[src/design/nps_pkg.sv]
package nps_pkg;

    localparam int DATA_W  = 16;
    localparam int DIST_W  = 34;
    localparam int INDEX_W = 10;
    localparam int SQ_W    = 32;
    // wide enough for a point count at the largest supported table size
    localparam int POS_W   = 17;

    localparam logic [1:0] CMD_LOAD  = 2'd0;
    localparam logic [1:0] CMD_QUERY = 2'd1;
    localparam logic [1:0] CMD_CLEAR = 2'd2;

    typedef struct packed {
        logic [1:0]               cmd;
        logic signed [DATA_W-1:0] coord_x;
        logic signed [DATA_W-1:0] coord_y;
        logic signed [DATA_W-1:0] coord_z;
        logic signed [DATA_W-1:0] normal_x;
        logic signed [DATA_W-1:0] normal_y;
        logic signed [DATA_W-1:0] normal_z;
    } in_t;

    typedef struct packed {
        logic                     found;
        logic [INDEX_W-1:0]       best_index;
        logic signed [DATA_W-1:0] best_x;
        logic signed [DATA_W-1:0] best_y;
        logic signed [DATA_W-1:0] best_z;
        logic signed [DATA_W-1:0] best_nx;
        logic signed [DATA_W-1:0] best_ny;
        logic signed [DATA_W-1:0] best_nz;
        logic [DIST_W-1:0]        best_dist_sq;
    } out_t;

    typedef struct packed {
        logic signed [DATA_W-1:0] x;
        logic signed [DATA_W-1:0] y;
        logic signed [DATA_W-1:0] z;
        logic signed [DATA_W-1:0] nx;
        logic signed [DATA_W-1:0] ny;
        logic signed [DATA_W-1:0] nz;
    } point_t;

    typedef enum logic {
        OP_LOAD,
        OP_QUERY
    } op_t;

    // pos is the write address for a load and the point count for a query
    typedef struct packed {
        op_t              op;
        logic [POS_W-1:0] pos;
        point_t           pt;
    } job_t;

    typedef enum logic [1:0] {
        ST_IDLE,
        ST_SCAN,
        ST_FINISH
    } state_t;

endpackage

[src/design/nps_front.sv]
module nps_front #(
    parameter int MAX_POINTS = 1024
) (
    input  logic          clk,
    input  logic          rst_n,
    input  logic          in_valid,
    output logic          in_ready,
    input  nps_pkg::in_t  in_data,
    input  logic          q_full,
    output logic          push,
    output nps_pkg::job_t job
);
    import nps_pkg::*;

    localparam int CNT_W = $clog2(MAX_POINTS + 1);

    logic [CNT_W-1:0] count_reg;
    logic [CNT_W-1:0] count_next;
    logic             accept;

    assign in_ready = !q_full;
    assign accept   = in_valid && in_ready;

    always_comb
    begin
        push       = 1'b0;
        count_next = count_reg;
        job.op     = OP_LOAD;
        job.pos    = POS_W'(count_reg);
        job.pt.x   = in_data.coord_x;
        job.pt.y   = in_data.coord_y;
        job.pt.z   = in_data.coord_z;
        job.pt.nx  = in_data.normal_x;
        job.pt.ny  = in_data.normal_y;
        job.pt.nz  = in_data.normal_z;
        unique case (in_data.cmd)
            CMD_LOAD:
            begin
                // loads past capacity are dropped here
                if (accept && (count_reg < CNT_W'(MAX_POINTS)))
                begin
                    push       = 1'b1;
                    count_next = count_reg + 1'b1;
                end
            end
            CMD_QUERY:
            begin
                job.op = OP_QUERY;
                push   = accept;
            end
            CMD_CLEAR:
            begin
                if (accept)
                begin
                    count_next = '0;
                end
            end
            default:
            begin
            end
        endcase
    end

    always_ff @(posedge clk or negedge rst_n)
    begin
        if (!rst_n)
        begin
            count_reg <= '0;
        end
        else
        begin
            count_reg <= count_next;
        end
    end

endmodule

[config.mk]
export PLATFORM = sky130hd
export DESIGN_NAME = nps_front
export DESIGN_NICKNAME = d
export VERILOG_FILES = /design/src/design/nps_pkg.sv /design/src/design/nps_front.sv
export SDC_FILE = /design/constraint.sdc
export NUM_CORES = 1
export LEC_CHECK = 0
export BUFFER_PORTS_ARGS = -buffer_cell sky130_fd_sc_hd__buf_4
export CAP_MARGIN = 10
export CORE_AREA = 2 2 83 85
export DETAILED_ROUTE_END_ITERATION = 8
export DIE_AREA = 0 0 85 87
export SYNTH_ARGS = -nofsm -noshare
export SYNTH_HDL_FRONTEND = slang
export SYNTH_SLANG_ARGS = --single-unit
[constraint.sdc]
create_clock -name clk -period 2.75 [get_ports clk]
set_clock_uncertainty 0.15 [all_clocks]
set_input_delay 0.1375 -clock clk [delete_from_list [all_inputs] [get_ports clk]]
set_output_delay 0.1375 -clock clk [all_outputs]
set_load 0.01 [all_outputs]
======== Word-level counts from Yosys, hierarchy flattened ========
Cells that the tools add are included.
storage, ports and cells
  output and inout port bits .............. 116
  logic and storage cells ................. 19
  input port bits ......................... 102
  flip-flop bits (word level) ............. 11
cells by class
  multiplexer cells ....................... 6
  $lt $le $gt $ge ......................... 1
  eq/ne operators ......................... 4
  reductions and logical operators ........ 6
  add/subtract/negate cells ............... 1
operators with widths
  operator                                       count
  2-to-1 mux 11 bit                              2
  one-hot mux 11 bit (2 select lines)            1
  adder 11 x 1 -> 11 bit, second input constant  1
  < comparator 11 bit, second input constant     1
  inequality test 2 bit, second input constant   2
  AND reduction 3 bit                            1
  == test 2 x 1 -> 1 bit, second input constant  1
  == test 2 bit, second input constant           1
  logical AND 1 bit                              2
  zero test 2 bit                                1
  2-to-1 mux 1 bit                               2
  one-hot mux 1 bit (2 select lines)             1
  nonzero test 2 bit                             1
  zero test 1 bit                                1

======== Logic depth before layout (Yosys ltp) ========
Gate-level depths: netlist of the first run.
  depth in word-level cells ............... 5
  gate-level depth with buffers ........... 6
  mapped depth without buffers ............ 5

======== Least setup slack after synthesis of the first run ========
No wires, ideal clock.
  path kind ............................... flip-flop to flip-flop
  from .................................... reg count_reg[10]
  to ...................................... reg count_reg[9]
  clock period less this slack ............ 1.534 ns
  library setup time ...................... 0.124 ns
  arrival time ............................ 1.260 ns
  path buffers ............................ 1
  required time ........................... 2.476 ns
  stages on the path, launching flop included .. 6
  path slack .............................. 1.216 ns
  path through ............................ dfrtp_1 nand2b_1 buf_2 nand3_1 o211a_1 a211o_1
on the way
  word-level cells in the longest chain between the ends .. 4
RTL lines
  item                             RTL line         source
  from (decl)                      nps_front.sv:17  logic [CNT_W-1:0] count_reg;
  from (signal assigned)           nps_front.sv:72  count_reg <= count_next;
  < comparator 11 bit              nps_front.sv:40  if (accept && (count_reg < CNT_W'(MAX_POINTS)))
  logical AND 1 bit                nps_front.sv:40
  inequality test 2 bit (no line)  --
  AND reduction 3 bit (no line)    --
Every way passes these cells.
A chain may end at the register's enable or synchronous reset.

======== Final worst setup path of the first run ========
Same ends and word-level chain as after synthesis.

==> results.json, run 1 <==
{
  "max_cap_viol_count": 0,
  "num_vias": 746,
  "ant_nets": 0,
  "via_per_inst": 4.19,
  "max_freq_mhz": 617,
  "crit_type": "flop to flop",
  "clock_latency_ps": 240,
  "syn-instance-count": 175,
  "yosysMostFrequentCell": "buf_4",
  "async_flop_share": 1.00,
  "grt.total_usage": 0.0608,
  "postPlaceCellArea_um2": 900,
  "grt_max_degree": 17,
  "synthToLayoutAreaGrowth_pct": -32.8,
  "die_w_um": 85,
  "hold_viol": 0,
  "yosysTopAreaCell": "buf_4",
  "fin_ws_ps": 1130,
  "crit_start": "count_reg[10]",
  "drt_iter0_drc": 71,
  "wl_mm": 2.44,
  "cp_max_fo": 8,
  "post-route-period-util": 0.589,
  "cts-root-buf": "clkbuf_8",
  "rows": 30,
  "path_clk_slew_ps": 50,
  "hp-class": "input pin to flop",
  "netlist_area_mm2": 0.00142,
  "fillers": 720,
  "cts_resized": 0,
  "crit_end": "count_reg[9]",
  "ioPinCount": 218,
  "yosysWarnings": 0,
  "cts.sinks": 11,
  "synth-main-ff-cell": "dfrtp_1",
  "place_ws_ps": 1050,
  "utilization": 0.146,
  "htreeDepth": 1,
  "synth_common_cells": "buf_4 (102), dfrtp_1 (11), o21ai_0 (7), nand2_1 (5), nand4_1 (5)",
  "r2r_start": "count_reg[10]",
  "grt.overflow.total": 0,
  "first_global_vias": 674,
  "synth_edf_count": 0,
  "synth_cell_types": 34,
  "critPathRequiredTime_ps": 2730,
  "yosys_register_bits": 11,
  "hpwl_mm": 1.85,
  "cts_max_path_buffers": 2,
  "crit_path_end_kind": "flop",
  "run_status": "complete, no violations",
  "synth_area_per_cell_um2": 8.13,
  "antenna_found_initial": 0,
  "dieArea_mm2": 0.00740,
  "ff2ff_path_depth": 4,
  "yosysSeqAreaShare": 0.193,
  "cp-start-kind": "flop",
  "cts_tree": "built",
  "drc": 0,
  "tns_ps": 0,
  "initial_core_util": 0.217,
  "netlist.area_leader.share": 0.538,
  "cp.arrival_ps": 1600,
  "gp_congestion": 0.702,
  "layout-drive-gt1-share": 0.245,
  "core_mm2": 0.00657,
  "chipHeight_um": 87,
  "slew_viol_final": 0,
  "drtPass1Iterations": 5,
  "synthTopCellsByArea": "buf_4 (54%), dfrtp_1 (19%), o21ai_0 (2.5%), nand4_1 (2.2%), mux2i_1 (2.1%)",
  "cts_made_buffers": 3,
  "peakVddDrop_mv": 0.135,
  "reg2reg_slack_ps": 1130,
  "diodes": 0,
  "drt-wirelength-per-cell_um": 13.7,
  "finalInstanceArea_um2": 956,
  "rsz0062_at_grt": "no",
  "nets": 202,
  "period_minus_slack_ps": 1620,
  "reg2reg_to": "count_reg[9]",
  "largest_reg_flops": 11,
  "finalSetupViolations": 0,
  "power_density_mw_per_mm2": 429,
  "leakagePower_nw": 0.445,
  "grt_pass1_wl_mm": 3.56,
  "io_buffers": 19
}
-- metrics by stage --
step	power [mW]	cells	hold WS, ps
finish	0.410	178	49.1
global route	0.434	178	51.5
CTS	0.416	178	40.0
detailed placement	0.247	173	-165
global placement	0.246	173	-166
floorplan	0.363	180	-308
-- layer usage --
layer / track usage / wire length, µm / vias up
met3: 0.0313 / 336 / 36
met5: 0 / 0 / -
met2: 0.0838 / 1060 / 52
met4: 0.0736 / 224 / 0
met1: 0.0600 / 813 / 344
li1: - / - / 314
-- power breakdown --
part	total [mW]	internal, mW	switching [mW]
combinational	0.0637	0.0304	0.0333
clock	0.165	0.0999	0.0656
sequential	0.181	0.170	0.0109
total	0.410	0.300	0.110
-- layout make-up --
type / instances / area, µm² / share of cell area
Sequential cell: 11 / 275 / 0.288
Multi-Input combinational cell: 59 / 367 / 0.384
Clock inverter: 1 / 5.00 / 0.00524
Inverter: 4 / 15.0 / 0.0157
Tap cell: 80 / 100 / 0.105
Clock buffer: 3 / 41.3 / 0.0432
Timing Repair Buffer: 20 / 153 / 0.160
-- cell usage in the layout (no fill, tap or decap), drive strengths merged --
cell type / Yosys / final
buf: 104 / 19
dfrtp: 11 / 11
o21ai: 7 / 7
conb: 1 / 6
nand4: 5 / 5
nand2: 5 / 5
inv: 4 / 4
nor2: 4 / 4
and2: 4 / 4
mux2i: 3 / 3
nand3: 3 / 3
clkbuf: 2 / 3
a21oi: 2 / 2
nor3: 2 / 2
o2111a: 1 / 1
nor2b: 1 / 1
or3b: 1 / 1
nand2b: 1 / 1
and4: 1 / 1
nor4: 1 / 1
a311o: 1 / 1
a31oi: 1 / 1
o41ai: 1 / 1
or4: 1 / 1
nor3b: 1 / 1
a22o: 1 / 1
a2bb2oi: 1 / 1
mux2: 1 / 1
o211a: 1 / 1
or3: 1 / 1
a211o: 1 / 1
ha: 1 / 1
clkinv: 0 / 1
dlygate4sd3: 0 / 1
-- worst max-delay path: stages, from the launching register on --
cell	delay [ps]
dfrtp_1	410
nand2b_1	240
nand3_1	180
o211a_1	260
a211o_1	260
-- how the worst min path moves through the flow --
stage                      from       endpoint  slack [ps]  cells after the start
floorplan                 rst_n   count_reg[0]        -310                      0
global placement          rst_n   count_reg[6]        -170                      1
detailed placement        rst_n   count_reg[6]        -160                      1
CTS                 in_data[97]   count_reg[4]          40                      2
global route        in_data[97]  count_reg[10]          50                      2
finish              in_data[97]   count_reg[4]          50                      2
-- timing repair --
item	in CTS	in global routing
hold endpoints to repair	11	0
setup buffers	0	0
hold buffers	1	0
-- kinds of logic (layout without fill, tap and decap cells) --
group,count (synthesis),count (layout),share of synthesized area
buffers and inverters,110,28,0.562
and+or+nand+nor,31,31,0.121
AOI/OAI and AO/OA,17,17,0.0827
DFF,11,11,0.193
muxes,4,4,0.0290
adders and majority gates,1,1,0.00879
other,1,6,0.00264
Note: power is estimated with default switching activity, not from simulation.
==> run 2: changes to the inputs <==
clock period = 1.65 ns   (was 2.75 ns; I/O delays follow)
==> run 2 against run 1 <==
Sequential cell count unchanged; register-to-register slack got worse by 1000 ps; largest cell class unchanged; die area unchanged; highest routed layer unchanged; wire length increased by 6.1%; non-clock buffer count increased by 10; maximum frequency increased by 4.1%; largest power group unchanged; utilization increased by 1.2 points; power increased by 70%.
==> results.json, run 2 (same netlist as run 1, synthesis figures left out) <==
{
  "cts.sinks": 11,
  "path_clk_slew_ps": 50,
  "cts_tree": "built",
  "crit_type": "flop to flop",
  "ff2ff_path_depth": 5,
  "htreeDepth": 1,
  "cp.arrival_ps": 1520,
  "synthToLayoutAreaGrowth_pct": -27.2,
  "holdPathEnd": "count_reg[5]",
  "io_buffers": 19,
  "post-route-period-util": 0.943,
  "pwr-share-comb": 0.176,
  "p_total_uw": 697,
  "grt_pass1_wl_mm": 3.79,
  "slew_viol_final": 0,
  "cp-start-kind": "flop",
  "max_freq_mhz": 643,
  "hold_viol": 0,
  "reg2reg_slack_ps": 90,
  "p_sw_frac": 0.260,
  "chipHeight_um": 87,
  "antenna_found_initial": 0,
  "drt-wirelength-per-cell_um": 13.8,
  "hp-class": "input pin to flop",
  "dieArea_mm2": 0.00740,
  "grt.overflow.total": 0,
  "finalSetupViolations": 0,
  "nets": 212,
  "cts_max_path_buffers": 2,
  "cp_max_fo": 5,
  "dp_cells": 180,
  "die_w_um": 85,
  "p_sw_uw": 181,
  "holdWs_ps": 7.98,
  "grt.total_usage": 0.0643,
  "rsz0062_at_grt": "no",
  "min_from": "in_data[97]",
  "drc": 0,
  "reg2reg_to": "count_reg[6]",
  "gp_congestion": 0.757,
  "hold_depth": 2,
  "drt_iter0_drc": 47,
  "hpwl_mm": 1.96,
  "crit_path_end_kind": "flop",
  "initial_core_util": 0.217,
  "dr_wl_met3_um": 309,
  "m1WireLength_um": 910,
  "core_mm2": 0.00657,
  "maxUsedRoutingLayer": "met4",
  "peakVddDrop_mv": 0.190,
  "via_per_inst": 4.23,
  "clock_latency_ps": 240,
  "num_vias": 795,
  "ioPinCount": 218,
  "grt_max_degree": 13,
  "layout-drive-gt1-share": 0.296,
  "wl_mm": 2.59,
  "r2r_start": "count_reg[0]",
  "first_global_vias": 739,
  "diodes": 0,
  "cts-root-buf": "clkbuf_8",
  "p_seq_frac": 0.430,
  "ant_nets": 0,
  "wl_met2_mm": 1.14,
  "critPathRequiredTime_ps": 1620,
  "power.internal_uw": 516,
  "final_cell_mix": "buf_4 (27), dfrtp_1 (11), o21ai_0 (7), conb_1 (6)",
  "largest_reg_flops": 11,
  "tns_ps": 0,
  "cts_made_buffers": 3,
  "leakagePower_nw": 0.491,
  "max_cap_viol_count": 0,
  "layout_commonest_cell": "buf_4",
  "drtPass1Iterations": 4,
  "layout.cells.non_filler": 188,
  "run_status": "complete, no violations",
  "power_density_mw_per_mm2": 673,
  "period_minus_slack_ps": 1560,
  "rows": 30,
  "clkPwrFrac": 0.393
}
## run 2: changes by cell type in the layout (fill, tap and decap cells not counted), sizes merged
cell	change
dlygate4sd3	+2
buf	+8
clkbuf	+1
clkinv	-1
## run 2: layer usage
layer  vias to the layer above  global-route usage
met2                        50              0.0916
met5                         -                   0
met3                        36              0.0341
li1                        332                   -
met1                       377              0.0656
met4                         0              0.0649
## run 2: worst max path at each step
| stage | cells after the start | startpoint | slack, ps | endpoint |
|---|---|---|---|---|
| 4_1_cts | 5 | count_reg[0] | 80 | count_reg[6] |
| 6_report | 5 | count_reg[0] | 90 | count_reg[6] |
| 2_1_floorplan | 5 | count_reg[10] | 120 | count_reg[9] |
| 5_1_grt | 5 | count_reg[0] | 6 | count_reg[6] |
| 3_3_place_gp | 5 | count_reg[0] | 160 | count_reg[6] |
| 3_5_place_dp | 5 | count_reg[0] | 110 | count_reg[6] |
## run 2: critical path, cell delays in order (launching register included)
cell and delay [ps]:
dfrtp_1 410, ha_1 240, and2_2 240, nand4_1 120, mux2i_1 190, o21ai_0 90
## run 2: cell type report
type / count / area (µm²)
clock buffer: 4 / 45.0
fill: 720 / 5530
inverter: 4 / 15.0
multi-input combinational: 59 / 368
sequential: 11 / 275
tap: 80 / 100
timing repair buffer: 30 / 233
## run 2: power groups by stage
stage / Clock [mW] / Sequential (mW) / Combinational, mW
after global routing: 0.292 / 0.303 / 0.136
final: 0.274 / 0.300 / 0.123
after CTS: 0.276 / 0.300 / 0.118
after detailed placement: 0 / 0.305 / 0.111
after global placement: 0 / 0.302 / 0.112
after floorplan: 0 / 0.308 / 0.297
## run 2: repair_timing
item	CTS	global route
hold buffers	3	0
setup buffers	0	1
hold endpoints to repair	13	0
gates resized for setup	0	1
endpoints found under the setup margin	0	1
## run 2: through the flow
stage	setup WS (ps)	util	cell area (µm²)
after floorplan	116	-	1440
after global placement	161	0.145	952
after detailed placement	110	0.145	952
after CTS	79.4	0.156	1030
after global routing	5.56	0.158	1040
final	93.6	0.158	1040
==> run 3: changes to the inputs <==
ABC_AREA = 1   (was unset)
CORE_AREA = 2 2 85 87   (was 2 2 83 85)
DIE_AREA = 0 0 87 89   (was 0 0 85 87)
==> run 3 against run 2 <==
Sequential share of layout area rose by 0.39 points; clock power barely moved; first-iteration DRC count fell by 13%; cell count rose by 13%; worst setup slack improved by 150 ps; critical endpoint unchanged.
==> results.json, run 3 <==
{
  "cts-root-buf": "clkbuf_8",
  "hpwl_mm": 2.20,
  "tns_ps": 0,
  "leakagePower_nw": 0.511,
  "io_buffers": 19,
  "layout-drive-gt1-share": 0.242,
  "yosysMostFrequentCell": "buf_4",
  "cts_made_buffers": 3,
  "hold_viol": 0,
  "cp_max_fo": 4,
  "core_mm2": 0.00672,
  "cts_max_path_buffers": 2,
  "gp_congestion": 0.815,
  "crit_type": "flop to flop",
  "cp_top_family": "simple AND/OR/NAND/NOR gates",
  "wl_mm": 2.72,
  "critPathRequiredTime_ps": 1630,
  "path_cells": "ha_1 > inv_1 > nor2_2 > nand2_1 > nor2_1 > nand2_1 > nand2_1 > nor2_1",
  "finalSetupViolations": 0,
  "crit_top_cell": "nand2_1",
  "rsz0062_at_grt": "no",
  "slowest_stage": "dfrtp_1",
  "diodes": 0,
  "via_per_inst": 3.85,
  "drt_iter0_drc": 41,
  "period_minus_slack_ps": 1410,
  "drtPass1Iterations": 4,
  "drc": 0,
  "utilization": 0.152,
  "cts_tree": "built",
  "grt_pass1_wl_mm": 4.14,
  "synth-main-ff-cell": "dfrtp_1",
  "fillers": 758,
  "grt.total_usage": 0.0695,
  "max_cap_viol_count": 0,
  "crit_path_end_kind": "flop",
  "synth_common_cells": "buf_4 (102), nand2_1 (31), nor2_1 (19), inv_1 (14), dfrtp_1 (11)",
  "synth_edf_count": 0,
  "largest_reg_flops": 11,
  "synthToLayoutAreaGrowth_pct": -30.6,
  "clock_latency_ps": 240,
  "netlist_area_mm2": 0.00147,
  "syn-instance-count": 205,
  "synthTopCellsByArea": "buf_4 (52%), dfrtp_1 (19%), nand2_1 (7.9%), nor2_1 (4.9%), inv_1 (3.6%)",
  "nets": 236,
  "yosys_register_bits": 11,
  "max_freq_mhz": 709,
  "power_density_mw_per_mm2": 763,
  "cp.arrival_ps": 1390,
  "initial_core_util": 0.219,
  "final_cell_mix": "nand2_1 (31), nor2_1 (19), buf_4 (19), inv_1 (14), dfrtp_1 (11)",
  "cts.sinks": 11,
  "layout_commonest_cell": "nand2_1",
  "yosysWarnings": 0,
  "p_total_uw": 779,
  "holdWs_ps": 6.57,
  "cts_resized": 0,
  "yosysTopAreaCell": "buf_4",
  "netlist.area_leader.share": 0.521,
  "synth_cell_types": 21,
  "rows": 30,
  "num_vias": 816,
  "peakVddDrop_mv": 0.736,
  "grt_max_degree": 12,
  "htreeDepth": 1,
  "post-route-period-util": 0.855,
  "first_global_vias": 812,
  "die_w_um": 87,
  "ant_nets": 0,
  "yosysSeqAreaShare": 0.187,
  "cp-start-kind": "flop",
  "chipHeight_um": 89,
  "crit_path_max_incr_delay_ps": 380,
  "drt-wirelength-per-cell_um": 12.8,
  "ioPinCount": 218,
  "critPathBufInv": 1,
  "async_flop_share": 1.00,
  "synth_area_per_cell_um2": 7.17,
  "dieArea_mm2": 0.00774,
  "hp-class": "input pin to flop",
  "run_status": "complete, no violations",
  "grt.overflow.total": 0,
  "slew_viol_final": 0,
  "antenna_found_initial": 0,
  "path_clk_slew_ps": 50
}
==> run 3: final timing paths <==
kind                       cells past startpoint  slack [ps]          from      endpoint
setup / recovery                               8         240  count_reg[0]  count_reg[6]
hold / removal                                 4           7   in_data[97]  count_reg[1]
setup reg to reg                               8         240  count_reg[0]  count_reg[6]
hold reg to reg                                2         390  count_reg[1]  count_reg[1]
max in group asynchronous                      2        1140         rst_n  count_reg[1]
min in group asynchronous                      2          60         rst_n  count_reg[5]
==> run 3: kinds of logic (layout without fill, tap and decap cells) <==
family | count (synthesis) | after routing | synth area share
adders and majority gates | 1 | 1 | 0.00851
buffers and inverters | 119 | 41 | 0.566
DFF | 11 | 11 | 0.187
other | 1 | 6 | 0.00255
AOI/OAI and AO/OA | 5 | 5 | 0.0187
and+or+nand+nor | 68 | 68 | 0.217
==> run 3: area by class of cell <==
cell class                 instances  area [µm²]  share of cell area
inverter                          17        66.3              0.0650
clock buffer                       4        45.0              0.0441
multi-input combinational         80         382               0.374
sequential                        11         275               0.270
tap                               80         100              0.0980
timing repair buffer              20         153               0.150
==> run 3: stage by stage <==
step | cell area (µm²) | cells | setup WS, ps
detailed placement | 966 | 207 | 258
global route | 1020 | 212 | 144
floorplan | 1490 | 210 | 297
finish | 1020 | 212 | 240
CTS | 1020 | 212 | 232
global placement | 966 | 207 | 287
==> run 3: repair_timing <==
action | CTS | global route
buffers inserted | 0 | 0
endpoints found under the hold margin | 11 | 0
hold buffers | 1 | 0
==> run 3: layer usage <==
layer | vias up | track usage | routed length [µm]
met4 | 0 | 0.0455 | 134
met3 | 26 | 0.0443 | 423
met5 | - | 0 | 0
met1 | 335 | 0.0678 | 894
met2 | 86 | 0.110 | 1270
li1 | 369 | - | -
==> run 3: tightest hold or removal path: cells and delay by family <==
kind                   cells  cell delay [ps]
buffers and inverters      2              160
and+or+nand+nor            2              120
==> run 3: power breakdown <==
| group | internal (mW) | leakage, nW | total [mW] | switching, mW |
|---|---|---|---|---|
| Combinational | 0.0759 | 0.339 | 0.172 | 0.0958 |
| Clock | 0.170 | 0.0228 | 0.277 | 0.107 |
| Sequential | 0.299 | 0.150 | 0.331 | 0.0322 |
