==> src/design/nps_pkg.sv <==
package nps_pkg;

    localparam int DATA_W  = 16;
    localparam int DIST_W  = 34;
    localparam int INDEX_W = 10;
    localparam int SQ_W    = 32;
    // wide enough for a point count at the largest supported table size
    localparam int POS_W   = 17;

    localparam logic [1:0] CMD_LOAD  = 2'd0;
    localparam logic [1:0] CMD_QUERY = 2'd1;
    localparam logic [1:0] CMD_CLEAR = 2'd2;

    typedef struct packed {
        logic [1:0]               cmd;
        logic signed [DATA_W-1:0] coord_x;
        logic signed [DATA_W-1:0] coord_y;
        logic signed [DATA_W-1:0] coord_z;
        logic signed [DATA_W-1:0] normal_x;
        logic signed [DATA_W-1:0] normal_y;
        logic signed [DATA_W-1:0] normal_z;
    } in_t;

    typedef struct packed {
        logic                     found;
        logic [INDEX_W-1:0]       best_index;
        logic signed [DATA_W-1:0] best_x;
        logic signed [DATA_W-1:0] best_y;
        logic signed [DATA_W-1:0] best_z;
        logic signed [DATA_W-1:0] best_nx;
        logic signed [DATA_W-1:0] best_ny;
        logic signed [DATA_W-1:0] best_nz;
        logic [DIST_W-1:0]        best_dist_sq;
    } out_t;

    typedef struct packed {
        logic signed [DATA_W-1:0] x;
        logic signed [DATA_W-1:0] y;
        logic signed [DATA_W-1:0] z;
        logic signed [DATA_W-1:0] nx;
        logic signed [DATA_W-1:0] ny;
        logic signed [DATA_W-1:0] nz;
    } point_t;

    typedef enum logic {
        OP_LOAD,
        OP_QUERY
    } op_t;

    // pos is the write address for a load and the point count for a query
    typedef struct packed {
        op_t              op;
        logic [POS_W-1:0] pos;
        point_t           pt;
    } job_t;

    typedef enum logic [1:0] {
        ST_IDLE,
        ST_SCAN,
        ST_FINISH
    } state_t;

endpackage

==> src/design/nps_queue.sv <==
module nps_queue (
    input  logic          clk,
    input  logic          rst_n,
    input  logic          push,
    input  nps_pkg::job_t push_job,
    output logic          full,
    input  logic          pop,
    output logic          valid,
    output nps_pkg::job_t head
);
    import nps_pkg::*;

    job_t       slot_reg [2];
    logic       wr_ptr_reg;
    logic       rd_ptr_reg;
    logic [1:0] fill_reg;
    logic       do_push;
    logic       do_pop;

    assign full    = (fill_reg == 2'd2);
    assign valid   = (fill_reg != 2'd0);
    assign head    = slot_reg[rd_ptr_reg];
    assign do_push = push && !full;
    assign do_pop  = pop && valid;

    always_ff @(posedge clk)
    begin
        if (do_push)
        begin
            slot_reg[wr_ptr_reg] <= push_job;
        end
    end

    always_ff @(posedge clk or negedge rst_n)
    begin
        if (!rst_n)
        begin
            wr_ptr_reg <= 1'b0;
            rd_ptr_reg <= 1'b0;
            fill_reg   <= 2'd0;
        end
        else
        begin
            if (do_push)
            begin
                wr_ptr_reg <= !wr_ptr_reg;
            end
            if (do_pop)
            begin
                rd_ptr_reg <= !rd_ptr_reg;
            end
            if (do_push && !do_pop)
            begin
                fill_reg <= fill_reg + 2'd1;
            end
            else if (do_pop && !do_push)
            begin
                fill_reg <= fill_reg - 2'd1;
            end
        end
    end

endmodule

==> config.mk <==
export PLATFORM = sky130hd
export DESIGN_NAME = nps_queue
export DESIGN_NICKNAME = d
export VERILOG_FILES = /design/src/design/nps_pkg.sv /design/src/design/nps_queue.sv
export SDC_FILE = /design/constraint.sdc
export NUM_CORES = 1
export LEC_CHECK = 0
export BUFFER_PORTS_ARGS = -buffer_cell sky130_fd_sc_hd__buf_2
export CORE_UTILIZATION = 50
export DETAILED_ROUTE_END_ITERATION = 10
export GPL_TIMING_DRIVEN = 0
export HOLD_SLACK_MARGIN = 0.15
export PLACE_DENSITY = 0.77
export SLEW_MARGIN = 20
export SYNTH_ARGS = -nofsm -noshare
export SYNTH_HDL_FRONTEND = slang
export SYNTH_SLANG_ARGS = --single-unit
export TNS_END_PERCENT = 30
==> constraint.sdc <==
create_clock -name clk -period 6.81 [get_ports clk]
set_input_delay 2.043 -clock clk [delete_from_list [all_inputs] [get_ports clk]]
set_output_delay 2.043 -clock clk [all_outputs]
set_load 0.005 [all_outputs]
Yosys cells after proc, flatten, opt, wreduce, memory -nomap -nowiden
Memory sizes are Yosys's and may differ from the RTL's.
Cells that the tools add are included.

word-level totals
  register bits = 4
  logic and storage cells = 22
  memory bits (writable) = 228
  memories kept = 1

cells by class
  add/subtract/negate cells = 2
  reduce and logical (&&, ||, !) cells = 11
  equality and inequality tests = 1
  muxes and demuxes = 4

memories
  name      depth  width  read ports  clocked after Yosys merged registers in  write ports  line             RTL
  slot_reg  2      114    1           0                                        1            nps_queue.sv:13  job_t slot_reg [2];

operators with widths
  operator             number
  $logic_not 1->1      5
  $logic_and 1x1->1    4
  $mux 2               2
  $reduce_bool 2->1    2
  $add 2x1->2 const B  1
  $eq 2x2->1 const B   1
  $mux 1               2
  $sub 2x1->2 const B  1

Longest topological paths before layout
Gate-level depths: netlist of the first run.

  depth after elaboration = 7
  mapped depth = 7
  gate-level depth less buffers = 7

Worst setup path after synthesis of the first run
OpenSTA, ideal clock, no wires.

  kind = input -> register
  start point = input push
  end point = memory slot_reg[0][0] (netlist bit) (enable)
  cell stages on the path = 2
  arrival = 6.872 ns
  slack = -0.650 ns
  path through = nand2_1 nor2_1

between the ends
  cells in the longest elaborated chain, start to end = 3

ends and longest elaborated chain
  item                          line             RTL
  from (decl)                   nps_queue.sv:4   input logic push,
  $logic_and 1x1->1             nps_queue.sv:23  assign do_push = push && !full;
  $mux 1                        nps_queue.sv:28  if (do_push)
  $mux 1 (implied by the code)  nps_queue.sv:30  slot_reg[wr_ptr_reg] <= push_job;
  to (decl)                     nps_queue.sv:13

Every way passes these cells.

==> results of run 1 <==
cell usage after synthesis, drive strengths merged:
library cell | n | area (um2)
and3 | 1 | 6.260
buf | 13 | 108.9
dfrtp | 4 | 100.1
edfxtp | 228 | 6847
ha | 1 | 12.51
inv | 2 | 7.510
mux2 | 114 | 1471
nand2 | 2 | 7.510
nand2b | 1 | 6.260
nor2 | 2 | 7.510
or2 | 1 | 6.260
xnor2 | 3 | 26.28
xor2 | 2 | 17.52
area by class of cell:
type	count	area [um2]
Buffer	13	108.9
Clock buffer	31	678.2
Clock inverter	12	78.83
Fill cell	1147	5688
Inverter	2	7.507
Multi-Input combinational cell	127	1574
Sequential cell	232	6947
Tap cell	220	275.3
Timing Repair Buffer	240	1344
metal layers:
metal  vias up  track usage (%)  routed length, um
met5         -                0                  0
met4         0            5.240                382
met3        30            5.822               1386
met2       184            31.51               8060
met1      2141            21.39               6014
li1       2020                -                  -
final timing paths:
path,startpoint,slack [ps],endpoint,depth (start not counted)
max,rd_ptr_reg,2960,head[74],5
min,fill_reg[1],500,fill_reg[1],1
max reg2reg,fill_reg[0],4640,slot_reg[0][52],6
min reg2reg,fill_reg[1],500,fill_reg[1],1
max in group asynchronous,rst_n,5350,wr_ptr_reg,1
min in group asynchronous,rst_n,1340,rd_ptr_reg,1
layout by cell type (no fill, tap or decap), types with 2 or more instances in the layout:
master     netlist  layout
edfxtp_1       228     228
buf_12           0       2
mux2_4          50      50
nand2_1          2       2
clkinv_2         0       3
dfrtp_1          4       4
clkbuf_1         0       3
clkinv_1         0       7
buf_16           0       5
buf_6            7       7
clkbuf_16        0      25
buf_2            6     239
inv_1            2       2
xnor2_1          3       3
mux2_2          64      64
clkbuf_8         0       3
xor2_1           2       2
through the flow:
stage	hold slack, ps	instances
after CTS	498.8	877
after floorplan	455.9	374
after detailed placement	483.4	834
final	499.4	877
after global placement	472.1	827
after global routing	526.8	877
cell families (layout without fill, tap and decap cells):
logic type    count (synthesis)  after routing  synth area share, %
flops                       232            232                80.55
mux                         114            114                17.06
xor+xnor                      5              5               0.5079
buf+inv                      15            298                1.349
fa+ha+maj                     1              1               0.1451
simple gates                  7              7               0.3919
where the power goes:
group | internal [mW] | switching (mW) | total (mW) | leakage, nW
Clock | 0.734 | 0.485 | 1.22 | 0.370
Sequential | 1.95 | 0.0786 | 2.03 | 2.16
Combinational | 0.762 | 0.663 | 1.43 | 1.78
==> flow_summary.html, run 1 <==
<table>
<tr><th>Metric</th><th>Value</th></tr>
<tr><th colspan="2">Clocking</th></tr>
<tr><td>Clock tree from TritonCTS</td><td>done</td></tr>
<tr><td>CTS max path bufs</td><td>3</td></tr>
<tr><td>Number of setup buffers added after CTS</td><td>0</td></tr>
<tr><td>Reg clk slew, reported paths</td><td>60 ps</td></tr>
<tr><td>Later-pin clock latency in the skew report</td><td>500 ps</td></tr>
<tr><td>Clock Root Buffer</td><td>clkbuf_16</td></tr>
<tr><td>Number of levels the H-tree was split into</td><td>1</td></tr>
<tr><td>Number of buffers inserted during clock tree synthesis</td><td>24</td></tr>
<tr><td>Post_cts resized</td><td>0</td></tr>
<tr><td># clock sinks</td><td>232</td></tr>
<tr><td>Hold-fix buffers at CTS</td><td>0</td></tr>
<tr><th colspan="2">GRT</th></tr>
<tr><td>Wire length of the first global-routing pass</td><td>24.67 mm</td></tr>
<tr><td>GRT Util Overall</td><td>18.07%</td></tr>
<tr><td>Number of antenna violations at the first check in global routing</td><td>0</td></tr>
<tr><td>Maximum number of pins on one net before global-route repair</td><td>52</td></tr>
<tr><td>Via count of the first global-routing pass</td><td>4773</td></tr>
<tr><td>Gr ovfl total</td><td>0</td></tr>
<tr><th colspan="2">Power and ir drop</th></tr>
<tr><td>Worst VDD drop</td><td>0.3353 mV</td></tr>
<tr><td>Power, Total</td><td>4.672 mW</td></tr>
<tr><td>Leakage power</td><td>4.313 nW</td></tr>
<tr><td>Power density over the cells</td><td>424.3 nW/um2</td></tr>
<tr><th colspan="2">Setup path</th></tr>
<tr><td>Worst setup path category</td><td>reg -&gt; out</td></tr>
<tr><td>Cell type group with the largest total delay on the critical path</td><td>buffers and inverters</td></tr>
<tr><td>Critical Path Sink Type</td><td>output port</td></tr>
<tr><td>Critical path, cell by cell</td><td>buf_6 &gt; buf_6 &gt; buf_6 &gt; mux2_4 &gt; buf_2</td></tr>
<tr><td>Crit-path max FO</td><td>10</td></tr>
<tr><td>Crit path buffers/inverters</td><td>4</td></tr>
<tr><td>Crit path DAT</td><td>1810 ps</td></tr>
<tr><td>Master of the slowest instance on the critical path</td><td>dfrtp_1</td></tr>
<tr><td>Crit path launch type</td><td>register</td></tr>
<tr><td>Most repeated library cell on the critical path</td><td>buf_6</td></tr>
<tr><td>Stage delay of the slowest cell on the critical path</td><td>340 ps</td></tr>
<tr><td>Critical Path RT</td><td>4770 ps</td></tr>
<tr><th colspan="2">Die</th></tr>
<tr><td>Number of top-level pins</td><td>234</td></tr>
<tr><td>Effective utilization at floorplan</td><td>51.64%</td></tr>
<tr><td>Horizontal die dimension</td><td>133.3 um</td></tr>
<tr><td>Number of placement rows</td><td>47</td></tr>
<tr><td>Height of the die</td><td>133.3 um</td></tr>
<tr><td>DIE AREA</td><td>17780 um2</td></tr>
<tr><td>Placeable core region</td><td>16700 um2</td></tr>
<tr><th colspan="2">Drt</th></tr>
<tr><td>Wire length reported by the detailed router</td><td>15.84 mm</td></tr>
<tr><td>Drt drc</td><td>0</td></tr>
<tr><td>Detail-routed net length per standard cell</td><td>18.06 um</td></tr>
<tr><td>Pre-antenna DRT Iters</td><td>4</td></tr>
<tr><td>Via count</td><td>4375</td></tr>
<tr><td>Antenna-violating nets left</td><td>0</td></tr>
<tr><td>Starting DRT DRC Count</td><td>218</td></tr>
<tr><td>Routed vias/inst</td><td>4.989</td></tr>
<tr><th colspan="2">Finish</th></tr>
<tr><td>Share of cells above drive strength 1</td><td>61.34%</td></tr>
<tr><td>Layout area overhead</td><td>27.70%</td></tr>
<tr><td>Max FFs per register</td><td>228</td></tr>
<tr><td>Final core area utilization</td><td>65.94%</td></tr>
<tr><td>Final design instance area without fill</td><td>11010 um2</td></tr>
<tr><td>Net total in the final layout</td><td>759</td></tr>
<tr><td>Inserted Diodes</td><td>0</td></tr>
<tr><th colspan="2">Placement</th></tr>
<tr><td>Number of port buffers</td><td>233</td></tr>
<tr><td>GP Congestion</td><td>0.7262</td></tr>
<tr><td>Half-perimeter wire length after detailed placement</td><td>11.19 mm</td></tr>
<tr><td>Cell area reported after detailed placement</td><td>10260 um2</td></tr>
<tr><td>Pre-CTS worst setup slack</td><td>3044 ps</td></tr>
<tr><th colspan="2">Logic synthesis</th></tr>
<tr><td>Number of synthesis warnings</td><td>0</td></tr>
<tr><td>Distinct cells, synth</td><td>15</td></tr>
<tr><td>Combined area of all synthesized cells</td><td>8625 um2</td></tr>
<tr><td>Fraction of the yosys area taken by sequential cells</td><td>80.55%</td></tr>
<tr><td>Mean instance size in the synthesized netlist</td><td>23.06 um2</td></tr>
<tr><td>Net count after synthesis</td><td>493</td></tr>
<tr><td>Cells after synthesis</td><td>374</td></tr>
<tr><td>Number of storage elements in the synthesis netlist</td><td>232</td></tr>
<tr><th colspan="2">STA</th></tr>
<tr><td>Number of failing hold endpoints at the final stage</td><td>0</td></tr>
<tr><td>Final worst slack</td><td>2959 ps</td></tr>
<tr><td>Worst slew pin tran</td><td>656.7 ps</td></tr>
<tr><td>Achievable clock frequency</td><td>259.6 MHz</td></tr>
<tr><td>Fin Clk Skew</td><td>7.006 ps</td></tr>
<tr><td>Setup tns final</td><td>0 ps</td></tr>
<tr><td>Min cycle time layout</td><td>3851 ps</td></tr>
<tr><td>Ratio of final minimum period to clock period</td><td>56.56%</td></tr>
<tr><td>Number of slew-limit violations in the final report</td><td>0</td></tr>
<tr><td>Unrepaired setup endpoints after global routing</td><td>no</td></tr>
<tr><td>Final number of setup-violating endpoints</td><td>0</td></tr>
<tr><td>Rel. slew slack</td><td>56.12%</td></tr>
<tr><th colspan="2">Run</th></tr>
<tr><td># Max-Cap Violations</td><td>0</td></tr>
<tr><th colspan="2">Outcome</th></tr>
<tr><td>Run status</td><td>complete, no violations</td></tr>
<tr><th colspan="2">Min path</th></tr>
<tr><td>Hold crit path type</td><td>reg -&gt; reg</td></tr>
</table>
Note: power is estimated with default switching activity, not from simulation.
==> run 2: changes to the inputs <==
--- a/config.mk
+++ b/config.mk
@@ -6,11 +6,11 @@
 export NUM_CORES = 1
 export LEC_CHECK = 0
 export BUFFER_PORTS_ARGS = -buffer_cell sky130_fd_sc_hd__buf_2
-export CORE_UTILIZATION = 50
+export CORE_UTILIZATION = 47
 export DETAILED_ROUTE_END_ITERATION = 10
 export GPL_TIMING_DRIVEN = 0
 export HOLD_SLACK_MARGIN = 0.15
-export PLACE_DENSITY = 0.77
+export PLACE_DENSITY = 0.76
 export SLEW_MARGIN = 20
 export SYNTH_ARGS = -nofsm -noshare
 export SYNTH_HDL_FRONTEND = slang
==> constraint.sdc (replaced) <==
create_clock -name clk -period 3.1 [get_ports clk]
set_input_delay 0.93 -clock clk [delete_from_list [all_inputs] [get_ports clk]]
set_output_delay 0.93 -clock clk [all_outputs]
set_load 0.005 [all_outputs]
==> run 2 against run 1 <==
Net effect:
- critical path depth did not move
- combinational power increased by 120%
- setup slack got worse by 2600 ps
- clock-buffer cell count is 1 higher
- worst hold slack worse by 280 ps
- first-iteration DRC count is 38% lower
- clock skew increased by 0.99 ps
- power increased by 130%
- via count is essentially flat
- die area rose by 6.3%
- critical endpoint is now head[55]
- largest cell class unchanged
==> flow_summary.html, run 2 (synthesis results as in run 1) <==
<table>
<tr><th>Metric</th><th>Value</th></tr>
<tr><th colspan="2">STA</th></tr>
<tr><td>Number of slew-limit violations in the final report</td><td>0</td></tr>
<tr><td>Ratio of final minimum period to clock period</td><td>88.65%</td></tr>
<tr><td>Final number of setup-violating endpoints</td><td>0</td></tr>
<tr><td>Min cycle time layout</td><td>2748 ps</td></tr>
<tr><td>Final hold slack</td><td>219.5 ps</td></tr>
<tr><td>Number of failing hold endpoints at the final stage</td><td>0</td></tr>
<tr><td>Unrepaired setup endpoints after global routing</td><td>no</td></tr>
<tr><td>Worst slew pin tran</td><td>727.5 ps</td></tr>
<tr><td>Fin Clk Skew</td><td>7.995 ps</td></tr>
<tr><td>Rel. slew slack</td><td>51.38%</td></tr>
<tr><td>Achievable clock frequency</td><td>363.9 MHz</td></tr>
<tr><th colspan="2">Drt</th></tr>
<tr><td>Antenna-violating nets left</td><td>0</td></tr>
<tr><td>Met3 WL post-DR</td><td>1.415 mm</td></tr>
<tr><td>Uppermost routed layer</td><td>met4</td></tr>
<tr><td>Starting DRT DRC Count</td><td>135</td></tr>
<tr><td>Met2 Routed Length</td><td>7.912 mm</td></tr>
<tr><td>Pre-antenna DRT Iters</td><td>6</td></tr>
<tr><td>Routed vias/inst</td><td>4.930</td></tr>
<tr><td>Wire length reported by the detailed router</td><td>15.71 mm</td></tr>
<tr><td>Post-route met1 wirelength</td><td>5.996 mm</td></tr>
<tr><td>Drt drc</td><td>0</td></tr>
<tr><td>Via count</td><td>4373</td></tr>
<tr><td>Detail-routed net length per standard cell</td><td>17.71 um</td></tr>
<tr><th colspan="2">Power and ir drop</th></tr>
<tr><td>Leakage power</td><td>4.343 nW</td></tr>
<tr><td>Sequential fraction of design power</td><td>42.1%</td></tr>
<tr><td>Clock power share</td><td>28.7%</td></tr>
<tr><td>Switching power total</td><td>2.732 mW</td></tr>
<tr><td>Power density over the cells</td><td>953.3 nW/um2</td></tr>
<tr><td>Combinational Power Share</td><td>29.2%</td></tr>
<tr><td>Int Power</td><td>7.844 mW</td></tr>
<tr><td>Power, Total</td><td>10.58 mW</td></tr>
<tr><td>Worst VDD drop</td><td>0.5700 mV</td></tr>
<tr><td>Switching part of the total power</td><td>25.83%</td></tr>
<tr><th colspan="2">Placement</th></tr>
<tr><td>GP Congestion</td><td>0.7026</td></tr>
<tr><td>Number of port buffers</td><td>233</td></tr>
<tr><td>Placed Cells</td><td>842</td></tr>
<tr><td>Half-perimeter wire length after detailed placement</td><td>10.82 mm</td></tr>
<tr><td>Cell area reported after detailed placement</td><td>10240 um2</td></tr>
<tr><th colspan="2">Die</th></tr>
<tr><td>Number of placement rows</td><td>49</td></tr>
<tr><td>Placeable core region</td><td>17960 um2</td></tr>
<tr><td>Horizontal die dimension</td><td>137.5 um</td></tr>
<tr><td>Number of top-level pins</td><td>234</td></tr>
<tr><td>Height of the die</td><td>137.5 um</td></tr>
<tr><td>Effective utilization at floorplan</td><td>48.01%</td></tr>
<tr><td>DIE AREA</td><td>18900 um2</td></tr>
<tr><th colspan="2">Setup path</th></tr>
<tr><td>Worst setup path category</td><td>reg -&gt; out</td></tr>
<tr><td>Minimum setup slack among reg-to-reg paths</td><td>930 ps</td></tr>
<tr><td>Crit path DAT</td><td>1820 ps</td></tr>
<tr><td>Endpoint of the worst-slack reg-to-reg timing path</td><td>slot_reg[0][71]</td></tr>
<tr><td>Critical Path RT</td><td>2170 ps</td></tr>
<tr><td>Critical Path Sink Type</td><td>output port</td></tr>
<tr><td>Worst R2R Path Depth</td><td>5</td></tr>
<tr><td>Crit-path max FO</td><td>10</td></tr>
<tr><td>Start of the worst register-to-register path</td><td>fill_reg[0]</td></tr>
<tr><td>Crit path launch type</td><td>register</td></tr>
<tr><th colspan="2">Min path</th></tr>
<tr><td>Hold crit path type</td><td>in -&gt; async</td></tr>
<tr><th colspan="2">Clocking</th></tr>
<tr><td>Hold-fix buffers at CTS</td><td>0</td></tr>
<tr><td>Number of setup buffers added after CTS</td><td>0</td></tr>
<tr><td># clock sinks</td><td>232</td></tr>
<tr><td>Clock Root Buffer</td><td>clkbuf_16</td></tr>
<tr><td>Later-pin clock latency in the skew report</td><td>510 ps</td></tr>
<tr><td>Clock tree from TritonCTS</td><td>done</td></tr>
<tr><td>Number of levels the H-tree was split into</td><td>1</td></tr>
<tr><td>CTS max path bufs</td><td>3</td></tr>
<tr><td>Number of buffers inserted during clock tree synthesis</td><td>24</td></tr>
<tr><td>Post_cts resized</td><td>0</td></tr>
<tr><td>Reg clk slew, reported paths</td><td>60 ps</td></tr>
<tr><th colspan="2">GRT</th></tr>
<tr><td>GRT Util Overall</td><td>16.06%</td></tr>
<tr><td>Number of antenna violations at the first check in global routing</td><td>0</td></tr>
<tr><td>Maximum number of pins on one net before global-route repair</td><td>56</td></tr>
<tr><td>Gr ovfl total</td><td>0</td></tr>
<tr><td>Via count of the first global-routing pass</td><td>4587</td></tr>
<tr><td>Wire length of the first global-routing pass</td><td>23.12 mm</td></tr>
<tr><th colspan="2">Finish</th></tr>
<tr><td>Share of cells above drive strength 1</td><td>62.10%</td></tr>
<tr><td>Fill cell total of the finished layout</td><td>1294</td></tr>
<tr><td>Layout area overhead</td><td>28.64%</td></tr>
<tr><td>Leading cell type in the layout, fill and taps excluded</td><td>buf_2</td></tr>
<tr><td>Max FFs per register</td><td>228</td></tr>
<tr><td>Count of non-filler cells in the finished layout</td><td>887</td></tr>
<tr><td>Final design instance area without fill</td><td>11090 um2</td></tr>
<tr><td>Final core area utilization</td><td>61.76%</td></tr>
<tr><td>Leading cell types in the layout, fill and taps excluded</td><td>buf_2 (239), edfxtp_1 (228), mux2_2 (64), mux2_4 (50), clkbuf_16 (25)</td></tr>
<tr><td>Net total in the final layout</td><td>758</td></tr>
<tr><th colspan="2">Run</th></tr>
<tr><td># Max-Cap Violations</td><td>0</td></tr>
<tr><th colspan="2">Outcome</th></tr>
<tr><td>Run status</td><td>complete, no violations</td></tr>
</table>
## run 2: final cells by class
| class | instances | area, um2 | area share, % |
|---|---|---|---|
| antenna | 1 | 2.502 | 0.02256 |
| buffer | 13 | 108.9 | 0.9812 |
| clock buffer | 32 | 661.9 | 5.966 |
| clock inverter | 12 | 190.2 | 1.714 |
| inverter | 2 | 7.507 | 0.06767 |
| multi-input combinational | 127 | 1582 | 14.26 |
| sequential | 232 | 6947 | 62.61 |
| tap | 229 | 286.5 | 2.583 |
| timing repair buffer | 239 | 1309 | 11.80 |
## run 2: routing by layer
layer / vias to the layer above / global-route usage, %
li1: 2019 / -
met1: 2141 / 18.57
met2: 177 / 27.47
met3: 36 / 5.629
met4: 0 / 5.800
met5: - / 0
## run 2: power by group through the flow
stage	clock network [mW]	logic [mW]	registers, mW
after floorplan	0	1.88	4.50
after global placement	0	2.91	4.54
after detailed placement	0	3.14	4.53
after CTS	3.11	3.16	4.46
after global routing	3.22	3.37	4.51
final	3.03	3.09	4.46
## run 2: through the flow
step                setup TNS, ps  worst slack (ps)
finish                          0             351.9
global route                    0             261.4
CTS                             0             302.4
detailed placement              0             505.4
global placement          -140700            -833.6
floorplan                       0             7.426
## run 2: how the worst max path moves through the flow
stage                           from               to  depth (start not counted)
after floorplan                 push   slot_reg[0][0]                          2
after global placement          push  slot_reg[0][87]                          3
after detailed placement        push  slot_reg[0][89]                          5
after CTS                 rd_ptr_reg         head[55]                          5
after global routing      rd_ptr_reg         head[55]                          5
final                     rd_ptr_reg         head[55]                          5
## run 2: worst max-delay path: stages (launching register included)
cell and delay (ps):
dfrtp_1 340, buf_6 140, buf_6 180, buf_6 200, mux2_4 310, buf_2 140
==> run 3: changes to the inputs <==
--- a/config.mk
+++ b/config.mk
@@ -10,7 +10,9 @@
 export DETAILED_ROUTE_END_ITERATION = 10
 export GPL_TIMING_DRIVEN = 0
 export HOLD_SLACK_MARGIN = 0.15
+export MAX_ROUTING_LAYER = met4
 export PLACE_DENSITY = 0.76
+export SETUP_SLACK_MARGIN = 0.5
 export SLEW_MARGIN = 20
 export SYNTH_ARGS = -nofsm -noshare
 export SYNTH_HDL_FRONTEND = slang
==> run 3 against run 2 <==
Net effect:
- global-route usage shrank 0.11 points
- final area up 1.2%
- flip-flop and latch count did not move
- die area unchanged
- cell count up 0.79%
- register-to-register slack lost 20 ps
- wire length shrank 2.0%
- first-iteration DRC count up 23%
- power increased by 0.13%
- via count fell by 0.43%
- largest power group unchanged
- largest cell class unchanged
==> flow_summary.html, run 3 (synthesis results as in run 1) <==
<table>
<tr><th>Metric</th><th>Value</th></tr>
<tr><th colspan="2">STA</th></tr>
<tr><td>Fin Clk Skew</td><td>6.879 ps</td></tr>
<tr><td>Ratio of final minimum period to clock period</td><td>86.64%</td></tr>
<tr><td>Achievable clock frequency</td><td>372.3 MHz</td></tr>
<tr><td>Unrepaired setup endpoints after global routing</td><td>yes</td></tr>
<tr><td>Final hold slack</td><td>226.6 ps</td></tr>
<tr><td>Final number of setup-violating endpoints</td><td>0</td></tr>
<tr><td>Worst slew pin tran</td><td>721.7 ps</td></tr>
<tr><td>Number of failing hold endpoints at the final stage</td><td>0</td></tr>
<tr><td>Min cycle time layout</td><td>2686 ps</td></tr>
<tr><td>Number of slew-limit violations in the final report</td><td>0</td></tr>
<tr><td>Rel. slew slack</td><td>51.78%</td></tr>
<tr><th colspan="2">Setup path</th></tr>
<tr><td>Endpoint of the worst-slack reg-to-reg timing path</td><td>slot_reg[0][64]</td></tr>
<tr><td>Master of the slowest instance on the critical path</td><td>dfrtp_1</td></tr>
<tr><td>Most repeated library cell on the critical path</td><td>buf_12</td></tr>
<tr><td>Critical path launch point</td><td>rd_ptr_reg</td></tr>
<tr><td>Worst R2R Path Depth</td><td>5</td></tr>
<tr><td>Critical Path Sink Type</td><td>output port</td></tr>
<tr><td>Crit-path max FO</td><td>10</td></tr>
<tr><td>Destination of the critical timing path</td><td>head[47]</td></tr>
<tr><td>Stage delay of the slowest cell on the critical path</td><td>380 ps</td></tr>
<tr><td>Critical path, cell by cell</td><td>buf_6 &gt; buf_12 &gt; buf_12 &gt; mux2_4 &gt; buf_2</td></tr>
<tr><td>Crit path launch type</td><td>register</td></tr>
<tr><td>Minimum setup slack among reg-to-reg paths</td><td>910 ps</td></tr>
<tr><td>Critical Path RT</td><td>2170 ps</td></tr>
<tr><td>Crit path DAT</td><td>1760 ps</td></tr>
<tr><td>Worst setup path category</td><td>reg -&gt; out</td></tr>
<tr><td>Start of the worst register-to-register path</td><td>fill_reg[0]</td></tr>
<tr><th colspan="2">Finish</th></tr>
<tr><td>Leading cell type in the layout, fill and taps excluded</td><td>buf_2</td></tr>
<tr><td>Leading cell types in the layout, fill and taps excluded</td><td>buf_2 (233), edfxtp_1 (228), mux2_2 (64), mux2_4 (50), clkbuf_16 (28)</td></tr>
<tr><td>Share of cells above drive strength 1</td><td>62.05%</td></tr>
<tr><td>Max FFs per register</td><td>228</td></tr>
<tr><td>Layout area overhead</td><td>30.22%</td></tr>
<tr><td>Net total in the final layout</td><td>765</td></tr>
<tr><th colspan="2">Min path</th></tr>
<tr><td>Hold crit path type</td><td>in -&gt; async</td></tr>
<tr><th colspan="2">Clocking</th></tr>
<tr><td>Reg clk slew, reported paths</td><td>60 ps</td></tr>
<tr><td>Number of buffers inserted during clock tree synthesis</td><td>24</td></tr>
<tr><td>Clock tree from TritonCTS</td><td>done</td></tr>
<tr><td>Later-pin clock latency in the skew report</td><td>500 ps</td></tr>
<tr><td>Clock Root Buffer</td><td>clkbuf_16</td></tr>
<tr><td>Hold-fix buffers at CTS</td><td>0</td></tr>
<tr><td>Number of levels the H-tree was split into</td><td>1</td></tr>
<tr><td># clock sinks</td><td>232</td></tr>
<tr><td>CTS max path bufs</td><td>3</td></tr>
<tr><th colspan="2">GRT</th></tr>
<tr><td>GRT Util Overall</td><td>15.95%</td></tr>
<tr><td>Number of antenna violations at the first check in global routing</td><td>1</td></tr>
<tr><td>Wire length of the first global-routing pass</td><td>22.29 mm</td></tr>
<tr><td>Via count of the first global-routing pass</td><td>4396</td></tr>
<tr><td>Maximum number of pins on one net before global-route repair</td><td>54</td></tr>
<tr><td>Gr ovfl total</td><td>0</td></tr>
<tr><th colspan="2">Power and ir drop</th></tr>
<tr><td>Leakage power</td><td>4.400 nW</td></tr>
<tr><td>Power density over the cells</td><td>942.9 nW/um2</td></tr>
<tr><td>Power, Total</td><td>10.59 mW</td></tr>
<tr><td>Worst VDD drop</td><td>0.6233 mV</td></tr>
<tr><th colspan="2">Die</th></tr>
<tr><td>Placeable core region</td><td>17960 um2</td></tr>
<tr><td>Effective utilization at floorplan</td><td>48.01%</td></tr>
<tr><td>Number of placement rows</td><td>49</td></tr>
<tr><td>Horizontal die dimension</td><td>137.5 um</td></tr>
<tr><td>Number of top-level pins</td><td>234</td></tr>
<tr><td>Height of the die</td><td>137.5 um</td></tr>
<tr><td>DIE AREA</td><td>18900 um2</td></tr>
<tr><th colspan="2">Outcome</th></tr>
<tr><td>Run status</td><td>complete, no violations</td></tr>
<tr><th colspan="2">Placement</th></tr>
<tr><td>GP Congestion</td><td>0.7531</td></tr>
<tr><td>Half-perimeter wire length after detailed placement</td><td>10.37 mm</td></tr>
<tr><td>Number of port buffers</td><td>233</td></tr>
<tr><th colspan="2">Drt</th></tr>
<tr><td>Wire length reported by the detailed router</td><td>15.40 mm</td></tr>
<tr><td>Starting DRT DRC Count</td><td>166</td></tr>
<tr><td>Detail-routed net length per standard cell</td><td>17.22 um</td></tr>
<tr><td>Routed vias/inst</td><td>4.870</td></tr>
<tr><td>Antenna-violating nets left</td><td>0</td></tr>
<tr><td>Via count</td><td>4354</td></tr>
<tr><td>Drt drc</td><td>0</td></tr>
<tr><td>Pre-antenna DRT Iters</td><td>4</td></tr>
<tr><th colspan="2">Run</th></tr>
<tr><td># Max-Cap Violations</td><td>0</td></tr>
</table>
-- run 3: changes by cell type in the layout (fill, tap and decap cells not counted), sizes merged --
| cell | change |
|---|---|
| clkinv | +7 |
| bufinv | -3 |
| buf | +2 |
| clkbuf | +1 |
-- run 3: repair_timing --
item / 4_1_cts / 5_1_grt
endpoints found under the setup margin: 114 / 114
endpoints found under the hold margin: 0 / 0
cloned: 0 / 3
buffers inserted: 1 / 3
gates resized for setup: 13 / 14
-- run 3: worst max-delay path, delay by kind of cell, from the launching register on --
| kind | cells | cell delay, ps |
|---|---|---|
| buffers and inverters | 4 | 570 |
| flip-flops | 1 | 380 |
| multiplexers | 1 | 290 |
-- run 3: where the power goes --
part	internal [mW]	switching, mW	total, mW
Sequential	4.28	0.171	4.45
Clock	1.63	1.10	2.73
Combinational	1.91	1.49	3.41
-- run 3: final cells by class --
| cell class | instances | area, um2 |
|---|---|---|
| sequential | 232 | 6947 |
| fill | 1258 | 6733 |
| multi-input combinational | 127 | 1590 |
| timing repair buffer | 246 | 1434 |
| clock buffer | 28 | 636.9 |
| tap | 229 | 286.5 |
| buffer | 13 | 198.9 |
| clock inverter | 16 | 127.6 |
| inverter | 2 | 7.507 |
| antenna | 1 | 2.502 |
-- run 3: how the worst min path moves through the flow --
stage / to / start / slack [ps]
6_report: wr_ptr_reg / rst_n / 230
5_1_grt: wr_ptr_reg / rst_n / 210
4_1_cts: wr_ptr_reg / rst_n / 200
3_5_place_dp: fill_reg[1] / fill_reg[1] / 500
3_3_place_gp: fill_reg[1] / fill_reg[1] / 480
2_1_floorplan: fill_reg[1] / fill_reg[1] / 460
-- run 3: stage by stage --
step	TNS, ps	setup WS [ps]	cells	area [um2]	utilization (%)
global placement	-150360	-877.7	836	10100	56.24
CTS	0	370.8	887	11100	61.77
finish	0	414.2	894	11230	62.52
floorplan	0	12.08	374	8650	-
detailed placement	0	534.2	842	10260	57.09
global route	0	346.9	894	11230	62.52
-- run 3: per-layer routing --
layer,up-vias,track usage [%],wire length [um]
met5,-,-,0
met4,0,5.433,374
met3,34,3.753,1168
met2,166,26.80,7717
met1,2114,18.83,6135
li1,2040,-,-
